### src/rtl/core/msb_first_bit_packer_macros.svh
// ----------------------------------------------------------------------------
// msb_first_bit_packer_macros
// assertion macros used by the bit packer top level
// ----------------------------------------------------------------------------
`ifndef MSB_FIRST_BIT_PACKER_MACROS_SVH
`define MSB_FIRST_BIT_PACKER_MACROS_SVH

// same-cycle implication, disabled during reset
`define MBP_ASSERT_IMP(label, ante, cons, msg) \
  label: assert property (@(posedge clk) disable iff (rst) (ante) |-> (cons)) \
    else $error(msg);

// next-cycle implication, disabled during reset
`define MBP_ASSERT_NEXT(label, ante, cons, msg) \
  label: assert property (@(posedge clk) disable iff (rst) (ante) |=> (cons)) \
    else $error(msg);

`endif

### src/rtl/core/mbp_pkg.sv
// ----------------------------------------------------------------------------
// mbp_pkg
// shared types and constants of the msb-first bit packer
// ----------------------------------------------------------------------------
package mbp_pkg;

  localparam int WORD_BITS   = 64;
  localparam int BYTE_BITS   = 8;
  localparam int CNT_W       = 7;
  localparam int PEND_W      = 7;
  localparam int PCNT_W      = 3;
  localparam int TOT_W       = 8;
  localparam int NBYTES_W    = 4;
  localparam int QUEUE_DEPTH = 2;
  localparam int QUEUE_AW    = $clog2(QUEUE_DEPTH);
  localparam int QCNT_W      = QUEUE_AW + 1;

  localparam logic REQ_WRITE = 1'b0;
  localparam logic REQ_FLUSH = 1'b1;

  typedef logic [WORD_BITS-1:0] word_t;

  // one queued job: left-aligned bits and how many bytes to send from the top
  typedef struct packed {
    word_t                 aligned;
    logic [NBYTES_W-1:0]   nbytes;
    logic                  err;
  } mbp_job_t;

  typedef struct packed {
    logic full;
    logic empty;
  } mbp_qstat_t;

endpackage

### src/rtl/core/mbp_front.sv
// ----------------------------------------------------------------------------
// mbp_front
// accepts items, keeps the pending bits, builds byte jobs for the back end
// ----------------------------------------------------------------------------
module mbp_front (
  input  logic                        clk,
  input  logic                        rst,
  input  logic                        in_valid,
  output logic                        in_stall,
  input  logic                        req_type,
  input  logic [mbp_pkg::WORD_BITS-1:0] data_bits,
  input  logic [mbp_pkg::CNT_W-1:0]   bit_count,
  input  mbp_pkg::mbp_qstat_t         qstat,
  output logic                        push,
  output mbp_pkg::mbp_job_t           job
);

  logic [mbp_pkg::PEND_W-1:0]   pending_bits, pending_bits_next;
  logic [mbp_pkg::PCNT_W-1:0]   pending_count, pending_count_next;
  logic                         accept;
  logic [mbp_pkg::TOT_W-1:0]    total;
  logic                         too_long;
  mbp_pkg::word_t               val_mask;
  mbp_pkg::word_t               val_m;
  mbp_pkg::word_t               pend_top;
  logic [mbp_pkg::NBYTES_W-1:0] nbytes;
  logic [2*mbp_pkg::PEND_W-1:0] small_acc;
  logic [mbp_pkg::PCNT_W-1:0]   rem;
  logic [mbp_pkg::PEND_W-1:0]   rem_mask;

  assign in_stall = qstat.full;
  assign accept   = in_valid & ~qstat.full;

  always_comb begin
    for (int i = 0; i < mbp_pkg::WORD_BITS; i++) begin
      val_mask[i] = (mbp_pkg::CNT_W'(i) < bit_count);
    end
  end

  assign val_m    = data_bits & val_mask;
  assign total    = mbp_pkg::TOT_W'(pending_count) + mbp_pkg::TOT_W'(bit_count);
  assign too_long = total > mbp_pkg::TOT_W'(mbp_pkg::WORD_BITS);
  assign nbytes   = total[mbp_pkg::NBYTES_W+2:3];
  assign rem      = total[mbp_pkg::PCNT_W-1:0];
  assign rem_mask = mbp_pkg::PEND_W'((mbp_pkg::TOT_W'(1) << rem) - mbp_pkg::TOT_W'(1));

  // pending bits moved to the top of the word, zero when nothing pends
  assign pend_top = mbp_pkg::word_t'(pending_bits)
                    << (mbp_pkg::TOT_W'(mbp_pkg::WORD_BITS) -
                        mbp_pkg::TOT_W'(pending_count));

  // accumulator for a write that completes no byte (fewer than eight bits)
  assign small_acc = ({{mbp_pkg::PEND_W{1'b0}}, pending_bits} << bit_count[2:0]) |
                     val_m[2*mbp_pkg::PEND_W-1:0];

  always_comb begin
    push               = 1'b0;
    job.aligned        = '0;
    job.nbytes         = mbp_pkg::NBYTES_W'(1);
    job.err            = 1'b0;
    pending_bits_next  = pending_bits;
    pending_count_next = pending_count;
    if (accept) begin
      if (req_type == mbp_pkg::REQ_FLUSH) begin
        push               = (pending_count != '0);
        job.aligned        = pend_top;
        pending_bits_next  = '0;
        pending_count_next = '0;
      end else if (bit_count != '0) begin
        if (too_long) begin
          // overflow: one error result, state untouched
          push    = 1'b1;
          job.err = 1'b1;
        end else if (nbytes == '0) begin
          pending_bits_next  = small_acc[mbp_pkg::PEND_W-1:0];
          pending_count_next = rem;
        end else begin
          push               = 1'b1;
          job.nbytes         = nbytes;
          job.aligned        = pend_top |
                               (val_m << (mbp_pkg::TOT_W'(mbp_pkg::WORD_BITS) - total));
          pending_bits_next  = val_m[mbp_pkg::PEND_W-1:0] & rem_mask;
          pending_count_next = rem;
        end
      end
    end
  end

  always_ff @(posedge clk) begin
    if (rst) begin
      pending_bits  <= '0;
      pending_count <= '0;
    end else begin
      pending_bits  <= pending_bits_next;
      pending_count <= pending_count_next;
    end
  end

endmodule

### src/rtl/core/mbp_queue.sv
// ----------------------------------------------------------------------------
// mbp_queue
// short job queue between front and back end
// ----------------------------------------------------------------------------
module mbp_queue (
  input  logic                clk,
  input  logic                rst,
  input  logic                push,
  input  mbp_pkg::mbp_job_t   push_job,
  input  logic                pop,
  output mbp_pkg::mbp_job_t   head_job,
  output mbp_pkg::mbp_qstat_t qstat
);

  mbp_pkg::mbp_job_t             entries [mbp_pkg::QUEUE_DEPTH];
  logic [mbp_pkg::QUEUE_AW-1:0]  wr_ptr;
  logic [mbp_pkg::QUEUE_AW-1:0]  rd_ptr;
  logic [mbp_pkg::QCNT_W-1:0]    count;

  assign qstat.full  = (count == mbp_pkg::QCNT_W'(mbp_pkg::QUEUE_DEPTH));
  assign qstat.empty = (count == '0);
  assign head_job    = entries[rd_ptr];

  always_ff @(posedge clk) begin
    if (push) begin
      entries[wr_ptr] <= push_job;
    end
  end

  always_ff @(posedge clk) begin
    if (rst) begin
      wr_ptr <= '0;
      rd_ptr <= '0;
      count  <= '0;
    end else begin
      if (push) begin
        wr_ptr <= wr_ptr + mbp_pkg::QUEUE_AW'(1);
      end
      if (pop) begin
        rd_ptr <= rd_ptr + mbp_pkg::QUEUE_AW'(1);
      end
      case ({push, pop})
        2'b10:   count <= count + mbp_pkg::QCNT_W'(1);
        2'b01:   count <= count - mbp_pkg::QCNT_W'(1);
        default: count <= count;
      endcase
    end
  end

endmodule

### src/rtl/core/mbp_back.sv
// ----------------------------------------------------------------------------
// mbp_back
// sends the bytes of each job from the top, one word per cycle while out_stall is low
// ----------------------------------------------------------------------------
module mbp_back (
  input  logic                          clk,
  input  logic                          rst,
  input  mbp_pkg::mbp_job_t             head_job,
  input  mbp_pkg::mbp_qstat_t           qstat,
  output logic                          pop,
  output logic                          out_valid,
  input  logic                          out_stall,
  output logic [mbp_pkg::BYTE_BITS-1:0] out_byte,
  output logic                          last_byte,
  output logic                          overflow_error
);

  logic                         busy;
  mbp_pkg::word_t               sreg;
  logic [mbp_pkg::NBYTES_W-1:0] left;
  logic                         err;
  logic                         out_accept;
  logic                         done;

  assign out_valid      = busy;
  assign out_byte       = sreg[mbp_pkg::WORD_BITS-1 -: mbp_pkg::BYTE_BITS];
  assign last_byte      = (left == mbp_pkg::NBYTES_W'(1));
  assign overflow_error = err;

  assign out_accept = busy & ~out_stall;
  assign done       = out_accept & last_byte;
  assign pop        = ~qstat.empty & (~busy | done);

  always_ff @(posedge clk) begin
    if (rst) begin
      busy <= 1'b0;
      left <= '0;
      err  <= 1'b0;
    end else if (pop) begin
      busy <= 1'b1;
      left <= head_job.nbytes;
      err  <= head_job.err;
    end else if (done) begin
      busy <= 1'b0;
    end else if (out_accept) begin
      left <= left - mbp_pkg::NBYTES_W'(1);
    end
  end

  always_ff @(posedge clk) begin
    if (pop) begin
      sreg <= head_job.aligned;
    end else if (out_accept) begin
      sreg <= sreg << mbp_pkg::BYTE_BITS;
    end
  end

endmodule

### src/rtl/core/msb_first_bit_packer.sv
// ----------------------------------------------------------------------------
// msb_first_bit_packer
// packs variable-length bit fields, msb first, into a byte stream
// ----------------------------------------------------------------------------
// A write item appends the low bit_count bits (0 to 64) of data_bits below
// the up to seven pending bits and sends every completed byte, oldest first,
// with last_byte set on the final one. A flush item sends the pending bits
// zero-padded on the right as one byte and clears them. A write that does
// not fit in 64 bits together with the pending bits gives one word with
// overflow_error and last_byte set and out_byte zero, and changes nothing.
// Items that complete no byte (a zero count, an empty flush, a short write)
// give no output word. The front end takes one item per cycle while its
// two-entry job queue has room; the back end sends one word per cycle while
// out_stall is low, so an item makes one word per completed byte (up to eight
// for a full 64-bit write) and the output port sets the sustained rate. An
// item reaches the output through the queue entry and the back-end register.
// ----------------------------------------------------------------------------
`include "msb_first_bit_packer_macros.svh"

module msb_first_bit_packer (
  input  logic                          clk,
  input  logic                          rst,
  // input items
  input  logic                          in_valid,
  output logic                          in_stall,
  input  logic                          req_type,
  input  logic [mbp_pkg::WORD_BITS-1:0] data_bits,
  input  logic [mbp_pkg::CNT_W-1:0]     bit_count,
  // output words
  output logic                          out_valid,
  input  logic                          out_stall,
  output logic [mbp_pkg::BYTE_BITS-1:0] out_byte,
  output logic                          last_byte,
  output logic                          overflow_error
);

  // front to queue
  logic                q_push;
  mbp_pkg::mbp_job_t   q_push_job;
  // queue to back
  logic                q_pop;
  mbp_pkg::mbp_job_t   q_head_job;
  mbp_pkg::mbp_qstat_t q_stat;

  // front: holds pending bits, classifies each item, builds left-aligned jobs
  mbp_front u_front (
    .clk       (clk),
    .rst       (rst),
    .in_valid  (in_valid),
    .in_stall  (in_stall),
    .req_type  (req_type),
    .data_bits (data_bits),
    .bit_count (bit_count),
    .qstat     (q_stat),
    .push      (q_push),
    .job       (q_push_job)
  );

  // job queue decouples item acceptance from word output
  mbp_queue u_queue (
    .clk      (clk),
    .rst      (rst),
    .push     (q_push),
    .push_job (q_push_job),
    .pop      (q_pop),
    .head_job (q_head_job),
    .qstat    (q_stat)
  );

  // back: shift register emitting the top byte each accepted cycle
  mbp_back u_back (
    .clk            (clk),
    .rst            (rst),
    .head_job       (q_head_job),
    .qstat          (q_stat),
    .pop            (q_pop),
    .out_valid      (out_valid),
    .out_stall      (out_stall),
    .out_byte       (out_byte),
    .last_byte      (last_byte),
    .overflow_error (overflow_error)
  );

  // an error word is a lone, zero word
  `MBP_ASSERT_IMP(a_err_word, out_valid && overflow_error, last_byte && out_byte == '0, "error word not lone zero word")

  // never push into a full queue
  `MBP_ASSERT_IMP(a_no_overrun, q_push, !q_stat.full, "job queue overrun")

  // an idle back end picks up a waiting job at once
  `MBP_ASSERT_NEXT(a_pickup, !out_valid && !q_stat.empty, out_valid, "queued job not picked up")

endmodule
### config.mk
export PLATFORM = sky130hd
export DESIGN_NAME = msb_first_bit_packer
export DESIGN_NICKNAME = d
export VERILOG_FILES = /design/src/rtl/core/mbp_pkg.sv /design/src/rtl/core/mbp_front.sv /design/src/rtl/core/mbp_queue.sv /design/src/rtl/core/mbp_back.sv /design/src/rtl/core/msb_first_bit_packer.sv
export VERILOG_INCLUDE_DIRS = /design/src /design/src/rtl/core
export SDC_FILE = /design/constraint.sdc
export NUM_CORES = 1
export LEC_CHECK = 0
export ABC_AREA = 1
export BUFFER_PORTS_ARGS = -buffer_cell sky130_fd_sc_hd__buf_2
export CAP_MARGIN = 20
export CORE_ASPECT_RATIO = 0.75
export CORE_MARGIN = 10
export CORE_UTILIZATION = 45
export CTS_CLUSTER_SIZE = 24
export DETAILED_ROUTE_END_ITERATION = 10
export GPL_ROUTABILITY_DRIVEN = 0
export GPL_TIMING_DRIVEN = 1
export PLACE_DENSITY = 0.71
export SYNTH_ARGS = -nofsm -noshare
export SYNTH_HDL_FRONTEND = slang
export SYNTH_SLANG_ARGS = --single-unit
### constraint.sdc
create_clock -name clk -period 14.46 [get_ports clk]
set_input_delay 1.446 -clock clk [delete_from_list [all_inputs] [get_ports clk]]
set_output_delay 1.446 -clock clk [all_outputs]
set_load 0.02 [all_outputs]
Word-level counts from Yosys, hierarchy flattened
Memories as Yosys holds them, arrays and structs flattened. A register that Yosys moved wholly into a read port is not among the register bits.
Index checks and enable logic that the tools add are counted.
{"block": "word_totals", "out_inout_bits": 12, "mem_count": 1, "regBits": 84, "ram_bits": 138, "latch_bits": 0, "wordCells": 148, "romBits": 0, "input_bits": 76}
{"name": "u_queue.entries", "words": 2, "width": 69, "read_ports": 1, "rd_clocked_by_memory_dff": 1, "wr": 1, "line": "mbp_queue.sv:15", "text": "mbp_pkg::mbp_job_t entries [mbp_pkg::QUEUE_DEPTH];"}
{"block": "classes", "n_bitwise": 13, "order_cmp": 65, "mux": 31, "multipliers": 0, "shifts": 4, "n_addsub": 9, "eq_ne": 6, "n_div": 0, "n_reduce_logical": 10}
{"operator": "$lt 6x7->1 const A", "count": 32}
{"operator": "$mux 64", "count": 3}
{"operator": "$mux 69", "count": 2}
{"operator": "$mux 68", "count": 2}
{"operator": "$lt 5x7->1 const A", "count": 16}
{"operator": "$and 64x64->64", "count": 1}
{"operator": "$or 64x64->64", "count": 1}
{"operator": "$shl 64x8->64", "count": 1}
{"operator": "$shl 7x8->64", "count": 1}
{"operator": "$lt 4x7->1 const A", "count": 8}
{"operator": "$lt 3x7->1 const A", "count": 4}
{"operator": "$mux 7", "count": 4}
{"operator": "$lt 1x7->1 const A", "count": 2}
{"operator": "$lt 2x7->1 const A", "count": 2}
{"operator": "$mux 1", "count": 12}
{"operator": "$mux 4", "count": 3}
{"operator": "$mux 3", "count": 3}
{"operator": "$add 3x7->8", "count": 1}
{"operator": "$gt 8x7->1 const B", "count": 1}
{"operator": "$reduce_bool 2->1", "count": 4}
{"operator": "$sub 7x3->8 const A", "count": 1}
{"operator": "$sub 7x8->8 const A", "count": 1}
{"operator": "$and 7x7->7", "count": 1}
{"operator": "$or 7x7->7", "count": 1}
{"operator": "other kinds (22)", "count": 31}

Depth between registers and ports, before layout
{"block": "logic_depth", "word_depth": 9, "mapped_depth": 25, "depth_no_buf": 23}

Modules after synthesis
A second synthesis with hierarchy kept.
{"block": "hier_totals", "hier_cells": 2075, "hier_area_um2": 15581.2}
{"module": "mbp_front", "area_per_inst_um2": 7186.9, "seq_area_each_um2": 200.2, "n_inst": 1, "cells_per_inst": 1494}
{"module": "mbp_queue", "area_per_inst_um2": 5246.3, "seq_area_each_um2": 4244.1, "n_inst": 1, "cells_per_inst": 248}
{"module": "mbp_back", "area_per_inst_um2": 3148.0, "seq_area_each_um2": 2042.0, "n_inst": 1, "cells_per_inst": 333}

Worst setup path after synthesis
No wires, ideal clock.
{"block": "synth_path", "path_type": "input port to flip-flop", "from": "input bit_count[0] in the netlist's numbering", "to": "memory u_queue.entries[1][0] in the netlist's numbering, enable pin", "path_buffers": 0, "setup_slack_ns": 8.006, "path_stages": 15, "setup_time_ns": 0.498, "required_ns": 13.962, "arrival_time_ns": 5.956, "cell_sequence": "ha_1 fa_1 nand3_1 nand2_1 nand2_1 nand2_1 nand2_1 nor2_2 inv_2 nor2_1 clkinv_1 o211ai_1 o31ai_1 inv_1 nor2_1"}
{"block": "synth_via", "elab_chain_cells": 9, "word_cells_on_any_way": 11, "classes_between": "add/sub (1); order compare (1); mux (7); reduce/logical (2)"}
{"item": "from (decl)", "line": "msb_first_bit_packer.sv:28", "text": "input logic [mbp_pkg::CNT_W-1:0] bit_count,"}
{"item": "branches (longest 4 deep; another with $add 3x7->8)"}
{"item": "$mux 1 *", "line": "mbp_front.sv:69", "text": "end else if (bit_count != '0) begin"}
{"item": "$mux 1 *", "line": "mbp_front.sv:64", "text": "if (req_type == mbp_pkg::REQ_FLUSH) begin"}
{"item": "$mux 1 *", "line": "mbp_front.sv:63", "text": "if (accept) begin"}
{"item": "$mux 1 *", "line": "mbp_queue.sv:25", "text": "if (push) begin"}
{"item": "$mux 1 (implied by the code) *", "line": "mbp_queue.sv:26", "text": "entries[wr_ptr] <= push_job;"}
{"item": "to (decl)", "line": "mbp_queue.sv:15"}
Mark *: on every way between the ends.

==> metrics.yaml <==
route:
  drc: 0
  detail-route-antenna-nets: 0
  post_drt_wl_per_cell_um: 19.0
  wirelength_mm: 46.1
  vias: 14600
  first_pass_iters: 6
  via_per_inst: 6.00
  drt_iter0_markers: 2435
layout:
  fin_cells: 2430
  nets: 2066
  synthToLayoutAreaGrowth_pct: 7.69
  final_common_cell: "nand3_1"
  nFillCells: 3236
  diodes: 0
  final_cell_mix: "nand3_1, nand2_1, edfxtp_1"
  layout-drive-gt1-share: 0.0936
pwr:
  p_leak_nw: 6.49
  powerDensity_mw_per_mm2: 164
  irDropWorstVdd_mv: 0.189
timing:
  relSlewSlack: 0.268
  setup_tns_ns: 0
  rsz0062_at_grt: "no"
  max_freq_mhz: 174
  fin_skew_ns: 0.0108
  tightestPinTransition_ns: 1.10
  slew_viol_final: 0
  fin_crit_ns: 5.74
  hold_viol: 0
  finalCritPeriodShare: 0.397
  setup_violations: 0
clock_tree:
  clock_sinks: 223
  post_cts_buffers: 0
  clk_path_buf_depth: 3
  clkSlewWorstSetupHoldPaths_ns: 0.06
  h-tree-depth: 1
  cts_tree: "done"
  cts_resized: 0
  clkLatencyLatePin_ns: 0.52
  numCtsBuffers: 21
  cts_root_buf: "clkbuf_16"
  cts_hold_buf: 0
floorplanning:
  die_h_um: 178
  io_pins: 88
  die_w_um: 230
  placeableCoreArea_mm2: 0.0325
  rows: 57
  initial_core_util: 0.458
  dieArea_mm2: 0.0409
outcome:
  status: "complete, no violations"
flow_run:
  maxCapViolCount: 0
setup_path:
  cp_data_arrival_time_ns: 6.06
  path_max_fanout: 65
  start_kind: "primary input"
  endpoint_kind: "flop"
  critPathKind: "primary input to flop"
  cp.required_ns: 14.78
synthesis:
  yosys.cell_types.count: 53
  synth_area_mm2: 0.0149
  async_flop_share: 0
  yosysSeqAreaShare: 0.435
  synth_top_cell_by_area: "edfxtp_1"
  yosysTopAreaCellShare: 0.407
  ys_ff_latch: 223
  synth-edff-count: 202
  syn_inst: 1984
  netlist_top_cells_area: "edfxtp_1, nand3_1, nand2_1"
  syn_nets: 2076
  ys.flop_type: "edfxtp_1"
  yosysWarnings: 0
  syn_avg_cell_area_um2: 7.51
global_routing:
  antenna_found_initial: 0
  grt_pass1_vias: 13100
  grt_usage: 0.220
  grt-ovfl-total: 0
  grt_pass1_wl_mm: 72.7
  grt_max_degree: 125
placement:
  hpwlAfterDp_mm: 32.8
  io_buffers: 87
  dp_cells: 2393
hold_path:
  hold_path_class: "flop to flop"
[sequential cells by signal, summed over array words and instances (netlist names), named ones only]
| name | count |
|---|---|
| u_queue.count | 2 |
| u_back.out_valid | 1 |
| u_front.pending_bits | 7 |
| u_back.sreg | 64 |
| u_front.pending_count | 3 |
| u_back.left | 4 |
| u_queue.wr_ptr | 1 |
| u_queue.entries | 138 |
| u_queue.rd_ptr | 1 |
| u_back.overflow_error | 1 |
[cells in the mapped netlist, types with 7 or more instances]
library cell / instances
nand3_1: 523
nand2_1: 454
edfxtp_1: 202
nor2_1: 170
inv_1: 104
clkbuf_1: 75
o21ai_0: 75
a21oi_1: 65
a31oi_1: 64
buf_1: 25
dfxtp_1: 21
o211ai_1: 21
buf_2: 19
o211a_1: 17
ha_1: 15
o21ai_1: 13
buf_4: 12
inv_2: 10
buf_6: 8
nor3_1: 8
nand2_2: 7
nor3_2: 7
o31ai_1: 7
[power by group]
part / total (mW) / switching (mW) / internal (mW) / leakage, nW
registers: 0.994 / 0.0461 / 0.948 / 2.02
clock network: 0.509 / 0.230 / 0.279 / 0.295
logic: 1.12 / 0.809 / 0.313 / 4.18
[worst max-delay path: stages]
cell and delay (ns):
buf_2 0.19, ha_2 0.24, fa_1 0.64, inv_1 0.10, ha_2 0.32, buf_4 0.54
clkinv_1 0.81, buf_4 0.53, nand3_1 0.17, nand3_1 0.11, nand3_1 0.15, nand3_1 0.08
nand3_1 0.22, nand3_1 0.17, a21oi_1 0.28
[layer usage]
metal	track usage	vias up	wire length, µm
met4	0.0479	0	926
met2	0.327	803	19700
met3	0.0646	85	5700
li1	-	6889	-
met1	0.309	6796	19700
met5	0	-	0
[per-stage QoR]
step	setup slack (ns)	area, µm²	util	hold WS [ns]	total power [mW]
finish	8.72	16100	0.494	0.444	2.63
global route	8.43	16100	0.494	0.490	2.81
floorplan	8.01	14900	-	0.425	1.82
CTS	8.91	16100	0.494	0.447	2.62
global placement	8.46	15400	0.474	0.431	2.09
detailed placement	8.37	15400	0.474	0.438	2.11
[worst paths after layout]
path                                         start                               end  slack [ns]  cells past startpoint
max                                   bit_count[0]  u_queue.entries[0][64]$_DFFE_PP_        8.72                     15
min                    u_queue.rd_ptr$_SDFFE_PP0P_                              flop        0.44                      1
max reg2reg  u_front.pending_count[0]$_SDFFE_PP0P_  u_queue.entries[0][64]$_DFFE_PP_        9.22                     13
min reg2reg            u_queue.rd_ptr$_SDFFE_PP0P_                              flop        0.44                      1
[area by class of cell]
cell class / count / area (µm²) / share of cell area
repair buffers: 107 / 586 / 0.0365
inverters: 120 / 452 / 0.0281
clock buffers: 30 / 579 / 0.0361
clock inverters: 7 / 40.0 / 0.00249
multi-input cells: 1501 / 7350 / 0.458
well taps: 442 / 553 / 0.0345
flip-flops and latches: 223 / 6490 / 0.404
[cells by family (layout without fill, tap and decap cells)]
| kind of cell | count (synthesis) | in the layout | share of synthesized area |
|---|---|---|---|
| flip-flops | 223 | 223 | 0.435 |
| multiplexers | 1 | 1 | 0.000672 |
| AND/OR/NAND/NOR | 1199 | 1199 | 0.359 |
| XOR/XNOR | 5 | 5 | 0.00294 |
| buffers and inverters | 260 | 264 | 0.0749 |
| adder cells (fa/ha/maj) | 16 | 16 | 0.0139 |
| AO/OA/AOI/OAI | 280 | 280 | 0.113 |
Power figures use the tool's default switching activity.
